==> src/irbd_pkg.sv <==
// irbd_pkg: shared types, codes and constants of the interleaved rle bitmap decoder
// no dependencies; used by the front, back and top modules and by the bench
`default_nettype none
package irbd_pkg;

    localparam int DEF_MAX_WIDTH  = 4096;
    localparam int DEF_MAX_HEIGHT = 4096;
    localparam int CFG_W          = 13;
    localparam logic [CFG_W-1:0] CFG_RESET = 13'd64;

    // register indexes (paddr[2])
    localparam logic REG_WIDTH  = 1'b0;
    localparam logic REG_HEIGHT = 1'b1;

    // input commands
    localparam logic [1:0] CMD_BYTE  = 2'd0;
    localparam logic [1:0] CMD_TICK  = 2'd1;
    localparam logic [1:0] CMD_START = 2'd2;
    localparam logic [1:0] CMD_BAD   = 2'd3;

    // status codes
    localparam logic [2:0] ST_OK      = 3'd0;
    localparam logic [2:0] ST_OVERRUN = 3'd1;
    localparam logic [2:0] ST_UNKNOWN = 3'd2;
    localparam logic [2:0] ST_TRUNC   = 3'd3;
    localparam logic [2:0] ST_MISUSE  = 3'd4;

    // order codes
    localparam logic [3:0] OP_FILL     = 4'd0;
    localparam logic [3:0] OP_MIX      = 4'd1;
    localparam logic [3:0] OP_FOM      = 4'd2;
    localparam logic [3:0] OP_COLOR    = 4'd3;
    localparam logic [3:0] OP_COPY     = 4'd4;
    localparam logic [3:0] OP_MIX_SET  = 4'd6;
    localparam logic [3:0] OP_FOM_SET  = 4'd7;
    localparam logic [3:0] OP_BICOLOR  = 4'd8;
    localparam logic [3:0] OP_FOM_M1   = 4'd9;
    localparam logic [3:0] OP_FOM_M2   = 4'd10;
    localparam logic [3:0] OP_SPECIAL  = 4'd11;
    localparam logic [3:0] OP_WHITE    = 4'd13;
    localparam logic [3:0] OP_BLACK    = 4'd14;
    localparam logic [4:0] OP_NONE     = 5'd16;
    localparam logic [3:0] OP_SET_DIFF = 4'd5;

    localparam logic [2:0] MASK_M1 = 3'd3;
    localparam logic [2:0] MASK_M2 = 3'd5;

    typedef enum logic [8:0] {
        PH_HEADER = 9'b000000001,
        PH_EXT    = 9'b000000010,
        PH_CNT_LO = 9'b000000100,
        PH_CNT_HI = 9'b000001000,
        PH_COL1   = 9'b000010000,
        PH_COL2   = 9'b000100000,
        PH_MIX    = 9'b001000000,
        PH_BODY   = 9'b010000000,
        PH_DONE   = 9'b100000000
    } phase_t;

    typedef struct packed {
        logic [1:0] command;
        logic [7:0] data_byte;
        logic       last_byte;
    } item_t;

    typedef struct packed {
        logic        pixel_valid;
        logic [7:0]  pixel_value;
        logic [11:0] pixel_column;
        logic [11:0] pixel_row;
        logic        wants_byte;
        logic        finished;
        logic [2:0]  status;
    } result_t;

    // configuration in effect after this cycle, with a restart strobe
    typedef struct packed {
        logic             restart;
        logic [CFG_W-1:0] width;
        logic [CFG_W-1:0] height;
    } cfg_t;

endpackage
`default_nettype wire

==> src/irbd_ifs.sv <==
// irbd_in_if / irbd_out_if: valid-ready channels for input items and result items
// no dependencies
`default_nettype none
interface irbd_in_if;
    logic       valid;
    logic       ready;
    logic [1:0] command;
    logic [7:0] data_byte;
    logic       last_byte;

    modport source (output valid, output command, output data_byte, output last_byte,
                    input ready);
    modport sink (input valid, input command, input data_byte, input last_byte,
                  output ready);
endinterface

`default_nettype wire

==> src/irbd_front.sv <==
// irbd_front: two-entry queue that accepts input transactions ahead of the decoder
// depends on irbd_pkg and irbd_ifs
`default_nettype none
module irbd_front (
    input  wire logic clk,
    input  wire logic rst_n,
    irbd_in_if.sink   in_ch,
    irbd_in_if.source q_ch
);
    import irbd_pkg::*;

    item_t      entry_reg [2];
    logic       wr_ptr_reg, wr_ptr_next;
    logic       rd_ptr_reg, rd_ptr_next;
    logic [1:0] count_reg, count_next;
    logic       push, pop;
    item_t      head;

    assign in_ch.ready = (count_reg != 2'd2);
    assign push = in_ch.valid && in_ch.ready;
    assign pop  = q_ch.valid && q_ch.ready;

    assign head = entry_reg[rd_ptr_reg];
    assign q_ch.valid     = (count_reg != 2'd0);
    assign q_ch.command   = head.command;
    assign q_ch.data_byte = head.data_byte;
    assign q_ch.last_byte = head.last_byte;

    always_comb
    begin
        wr_ptr_next = push ? ~wr_ptr_reg : wr_ptr_reg;
        rd_ptr_next = pop ? ~rd_ptr_reg : rd_ptr_reg;
        count_next  = count_reg + {1'b0, push} - {1'b0, pop};
    end

    always_ff @(posedge clk)
    begin
        if (push)
        begin
            entry_reg[wr_ptr_reg] <= '{in_ch.command, in_ch.data_byte, in_ch.last_byte};
        end
    end

    always_ff @(posedge clk or negedge rst_n)
    begin
        if (!rst_n)
        begin
            wr_ptr_reg <= 1'b0;
            rd_ptr_reg <= 1'b0;
            count_reg  <= 2'd0;
        end
        else
        begin
            wr_ptr_reg <= wr_ptr_next;
            rd_ptr_reg <= rd_ptr_next;
            count_reg  <= count_next;
        end
    end
endmodule
`default_nettype wire

==> src/flat_wrapper.sv <==
// flat-port wrapper written by rule: the top's interface ports become plain ports
module irbd_front_flat import irbd_pkg::*;
  (clk, rst_n, in_ch_valid, in_ch_command, in_ch_data_byte, in_ch_last_byte, in_ch_ready, q_ch_valid, q_ch_command, q_ch_data_byte, q_ch_last_byte, q_ch_ready);
  irbd_in_if in_ch_i ();
  irbd_in_if q_ch_i ();
  input  wire logic clk;
  input  wire logic rst_n;
  input wire logic [$bits(in_ch_i.valid)-1:0] in_ch_valid;
  input wire logic [$bits(in_ch_i.command)-1:0] in_ch_command;
  input wire logic [$bits(in_ch_i.data_byte)-1:0] in_ch_data_byte;
  input wire logic [$bits(in_ch_i.last_byte)-1:0] in_ch_last_byte;
  output wire logic [$bits(in_ch_i.ready)-1:0] in_ch_ready;
  output wire logic [$bits(q_ch_i.valid)-1:0] q_ch_valid;
  output wire logic [$bits(q_ch_i.command)-1:0] q_ch_command;
  output wire logic [$bits(q_ch_i.data_byte)-1:0] q_ch_data_byte;
  output wire logic [$bits(q_ch_i.last_byte)-1:0] q_ch_last_byte;
  input wire logic [$bits(q_ch_i.ready)-1:0] q_ch_ready;
  assign in_ch_i.valid = in_ch_valid;
  assign in_ch_i.command = in_ch_command;
  assign in_ch_i.data_byte = in_ch_data_byte;
  assign in_ch_i.last_byte = in_ch_last_byte;
  assign in_ch_ready = in_ch_i.ready;
  assign q_ch_valid = q_ch_i.valid;
  assign q_ch_command = q_ch_i.command;
  assign q_ch_data_byte = q_ch_i.data_byte;
  assign q_ch_last_byte = q_ch_i.last_byte;
  assign q_ch_i.ready = q_ch_ready;
  irbd_front u_core (.clk(clk), .rst_n(rst_n), .in_ch(in_ch_i), .q_ch(q_ch_i));
endmodule
==> config.mk <==
export PLATFORM = sky130hd
export DESIGN_NAME = irbd_front_flat
export DESIGN_NICKNAME = d
export VERILOG_FILES = /design/src/irbd_pkg.sv /design/src/irbd_ifs.sv /design/src/irbd_front.sv /design/src/flat_wrapper.sv
export SDC_FILE = /design/constraint.sdc
export NUM_CORES = 1
export LEC_CHECK = 0
export BUFFER_PORTS_ARGS = -buffer_cell sky130_fd_sc_hd__buf_2
export CAP_MARGIN = 20
export CORE_UTILIZATION = 30
export DETAILED_ROUTE_END_ITERATION = 12
export GPL_TIMING_DRIVEN = 1
export SYNTH_ARGS = -nofsm -noshare
export SYNTH_HDL_FRONTEND = slang
export SYNTH_SLANG_ARGS = --single-unit
==> constraint.sdc <==
create_clock -name clk -period 1.5 [get_ports clk]
set_clock_uncertainty 0.05 [all_clocks]
set_input_delay 0.3 -clock clk [delete_from_list [all_inputs] [get_ports clk]]
set_output_delay 0.3 -clock clk [all_outputs]
set_load 0.01 [all_outputs]
==> run_results.csv <==
group,metric,value,unit
drt,drt-total-wl,1640,um
hold_path,whs_endpoint,"u_core.entry_reg[1][2]",
global_route,grt_util_all_layers,10.3,%
clock_network,htree_num_levels,1,
logic_synthesis,synthCells,53,
global_route,overflow,0,
logic_synthesis,ys_seq_area_share,76.2,%
floorplanning,rows,20,
global_route,antenna_found_initial,0,
logic_synthesis,synth.distinct_cells,15,
worst_setup_path,crit_arrival,1.34,ns
final_layout,layout-drive-gt1-share,62.8,%
drt,wl_per_cell,11.9,um
floorplanning,dieHeight,59.7,um
drt,drc,0,
clock_network,clockBufferDepth,2,
pwr,total_power,2860,uW
global_route,grt_pass1_vias,650,
final_layout,largest_reg_flops,22,
drt,vias_per_cell,4.21,
worst_setup_path,critPathLaunchType,"register",
final_layout,final_util,48.2,%
clock_network,root_buffer,"clkbuf_4",
worst_setup_path,worstSetupEndpointType,"output pin",
global_route,grt_pass1_wl,2570,um
worst_setup_path,crit_fanout,9,
timing,setup_viol,13,
timing,max-slew-margin-rel,89.6,%
drt,drt-initial-drc-count,2,
clock_network,clock_latency,0.31,ns
placement,place_congestion,0.638,
worst_setup_path,path_class,"register to output pin",
timing,drv_slew,0,
worst_setup_path,reg2reg_from,"u_core.count_reg[1]",
worst_setup_path,worstPathRequired,1.15,ns
logic_synthesis,ys_top_cells_by_area,"edfxtp_1, mux2_1, dfrtp_1",
clock_network,cts_made_buffers,3,
logic_synthesis,yosys_warnings,0,
floorplanning,die-area,0.00356,mm2
hold_path,hp-start,"in_ch_data_byte[1]",
hold_path,holdPathStages,1,
floorplanning,io_pins,28,
final_layout,antennaDiodeCount,0,
placement,hpwl,1120,um
pwr,peakVddDrop,0.814,mV
pwr,power_leakage,0.000627,uW
placement,io_buffers,27,
timing,fin_ws,-0.193,ns
floorplanning,fp.dieW,59.7,um
worst_setup_path,reg2reg_slack,-0.15,ns
drt,drtAntennaViolNets,0,
timing,max_slew.worst_pin.slew,0.156,ns
timing,finalCritPeriodShare,113,%
final_layout,nets,112,
final_layout,area_growth,49.9,%
worst_setup_path,r2r-end,"u_core.count_reg[1]",
pwr,p_per_area,1910,mW/mm2
clock_network,clk_pin_slew_worst_paths,0.13,ns
hold_path,holdCritPathClass,"input pin to register",
timing,grt_setup_unrepaired,"true",
global_route,grt_start_max_net_pins,15,
logic_synthesis,synth-seq-cells,26,
worst_setup_path,worst_r2r_path_depth,7,
timing,fin_hold_ws,0.114,ns
logic_synthesis,syn_avg_cell_area,18.8,um2
clock_network,tritoncts,"done",
timing,period_needed,1.69,ns
logic_synthesis,syn_nets,70,
logic_synthesis,yosys.area.top_type_share,66.2,%
run_status,status,"finished with violations",
drt,vias,581,
logic_synthesis,syn_area,998,um2
final_layout,fill_cells,295,
clock_network,clock-sinks,26,
final_layout,seqCellArea,761,um2
drt,first_pass_iters,2,
timing,hold_violations,0,
run,maxCapViolCount,0,
logic_synthesis,synth_top_cell_by_area,"edfxtp_1",
floorplanning,start_util,32.2,%
floorplanning,core_area,0.00310,mm2
final_layout,multi_input_area,305,um2
timing,fmax,591,MHz
run_status,violations,"negative setup slack",
Yosys cell counts:
master	number
and3_1	1
xor2_1	1
xnor2_1	3
nand2b_1	1
and2_4	1
nand2_1	1
ha_1	2
mux2_1	9
edfxtp_1	22
inv_1	3
dfrtp_1	4
buf_4	1
mux2_2	2
nor2_1	1
or2_1	1
worst max-delay path by stage:
stage,start,slack (ns),endpoint
2_1_floorplan,u_core.count_reg[1],-0.14,u_core.count_reg[1]
3_3_place_gp,u_core.count_reg[1],-0.09,u_core.count_reg[1]
3_5_place_dp,u_core.count_reg[1],-0.13,u_core.count_reg[1]
4_1_cts,u_core.rd_ptr_reg,-0.22,q_ch_data_byte[4]
5_1_grt,u_core.rd_ptr_reg,-0.25,q_ch_data_byte[7]
6_report,u_core.rd_ptr_reg,-0.19,q_ch_data_byte[0]
cells by family after synthesis:
| kind of cell | share of synthesized area [%] |
|---|---|
| flops | 76.2 |
| mux | 12.4 |
| simple gates | 3.51 |
| xor+xnor | 3.51 |
| buf+inv | 1.88 |
| fa+ha+maj | 2.51 |
area by class of cell:
cell class	instances	share of cell area, %
Multi-Input combinational cell	23	20.4
Timing Repair Buffer	38	22.6
Sequential cell	26	50.8
Inverter	3	0.753
Tap cell	44	3.68
Clock buffer	3	1.51
Clock inverter	1	0.251
worst max-delay path: stages (launching register included):
cell and delay, ns:
dfrtp_1 0.44, buf_12 0.16, mux2_4 0.30, buf_6 0.12
placed cells by master, fill, tap and decap left out:
cell type	n
nand2b_4	1
xnor2_1	2
xnor2_2	1
buf_4	5
mux2_4	11
buf_6	16
clkbuf_4	3
dfrtp_1	4
buf_12	2
ha_4	2
xor2_1	1
clkinv_1	1
or2_4	1
inv_1	2
nand2_1	1
nor2_2	1
buf_2	14
inv_2	1
and3_1	1
edfxtp_1	22
dlygate4sd3_1	1
and2_4	1
metrics by stage:
| stage | std cells | area, um2 | setup TNS, ns | setup WS [ns] |
|---|---|---|---|---|
| 3_5_place_dp | 129 | 1290 | -0.132 | -0.132 |
| 4_1_cts | 137 | 1440 | -2.40 | -0.224 |
| 6_report | 138 | 1500 | -2.19 | -0.193 |
| 3_3_place_gp | 129 | 1290 | -0.0913 | -0.0913 |
| 5_1_grt | 138 | 1500 | -2.91 | -0.249 |
| 2_1_floorplan | 53 | 1040 | -0.142 | -0.142 |
layer usage:
metal	wire length, um	vias to the layer above	track usage, %
met1	646	286	8.47
met5	0	-	0
met4	0	0	1.99
met3	118	0	5.63
met2	873	21	20.8
li1	-	274	-
what timing repair did:
item / in CTS / in global routing
endpoints found under the setup margin: 12 / 14
pin swaps: 2 / 3
gates resized for setup: 17 / 11
buffers inserted: 3 / 2
hold endpoints to repair: 4 / 0
hold buffers: 1 / 0
report_power, final:
part	internal (uW)	total [uW]	switching, uW
logic	927	1490	560
clock network	97.3	288	191
registers	1000	1080	77.2
Power figures use the tool's default switching activity.
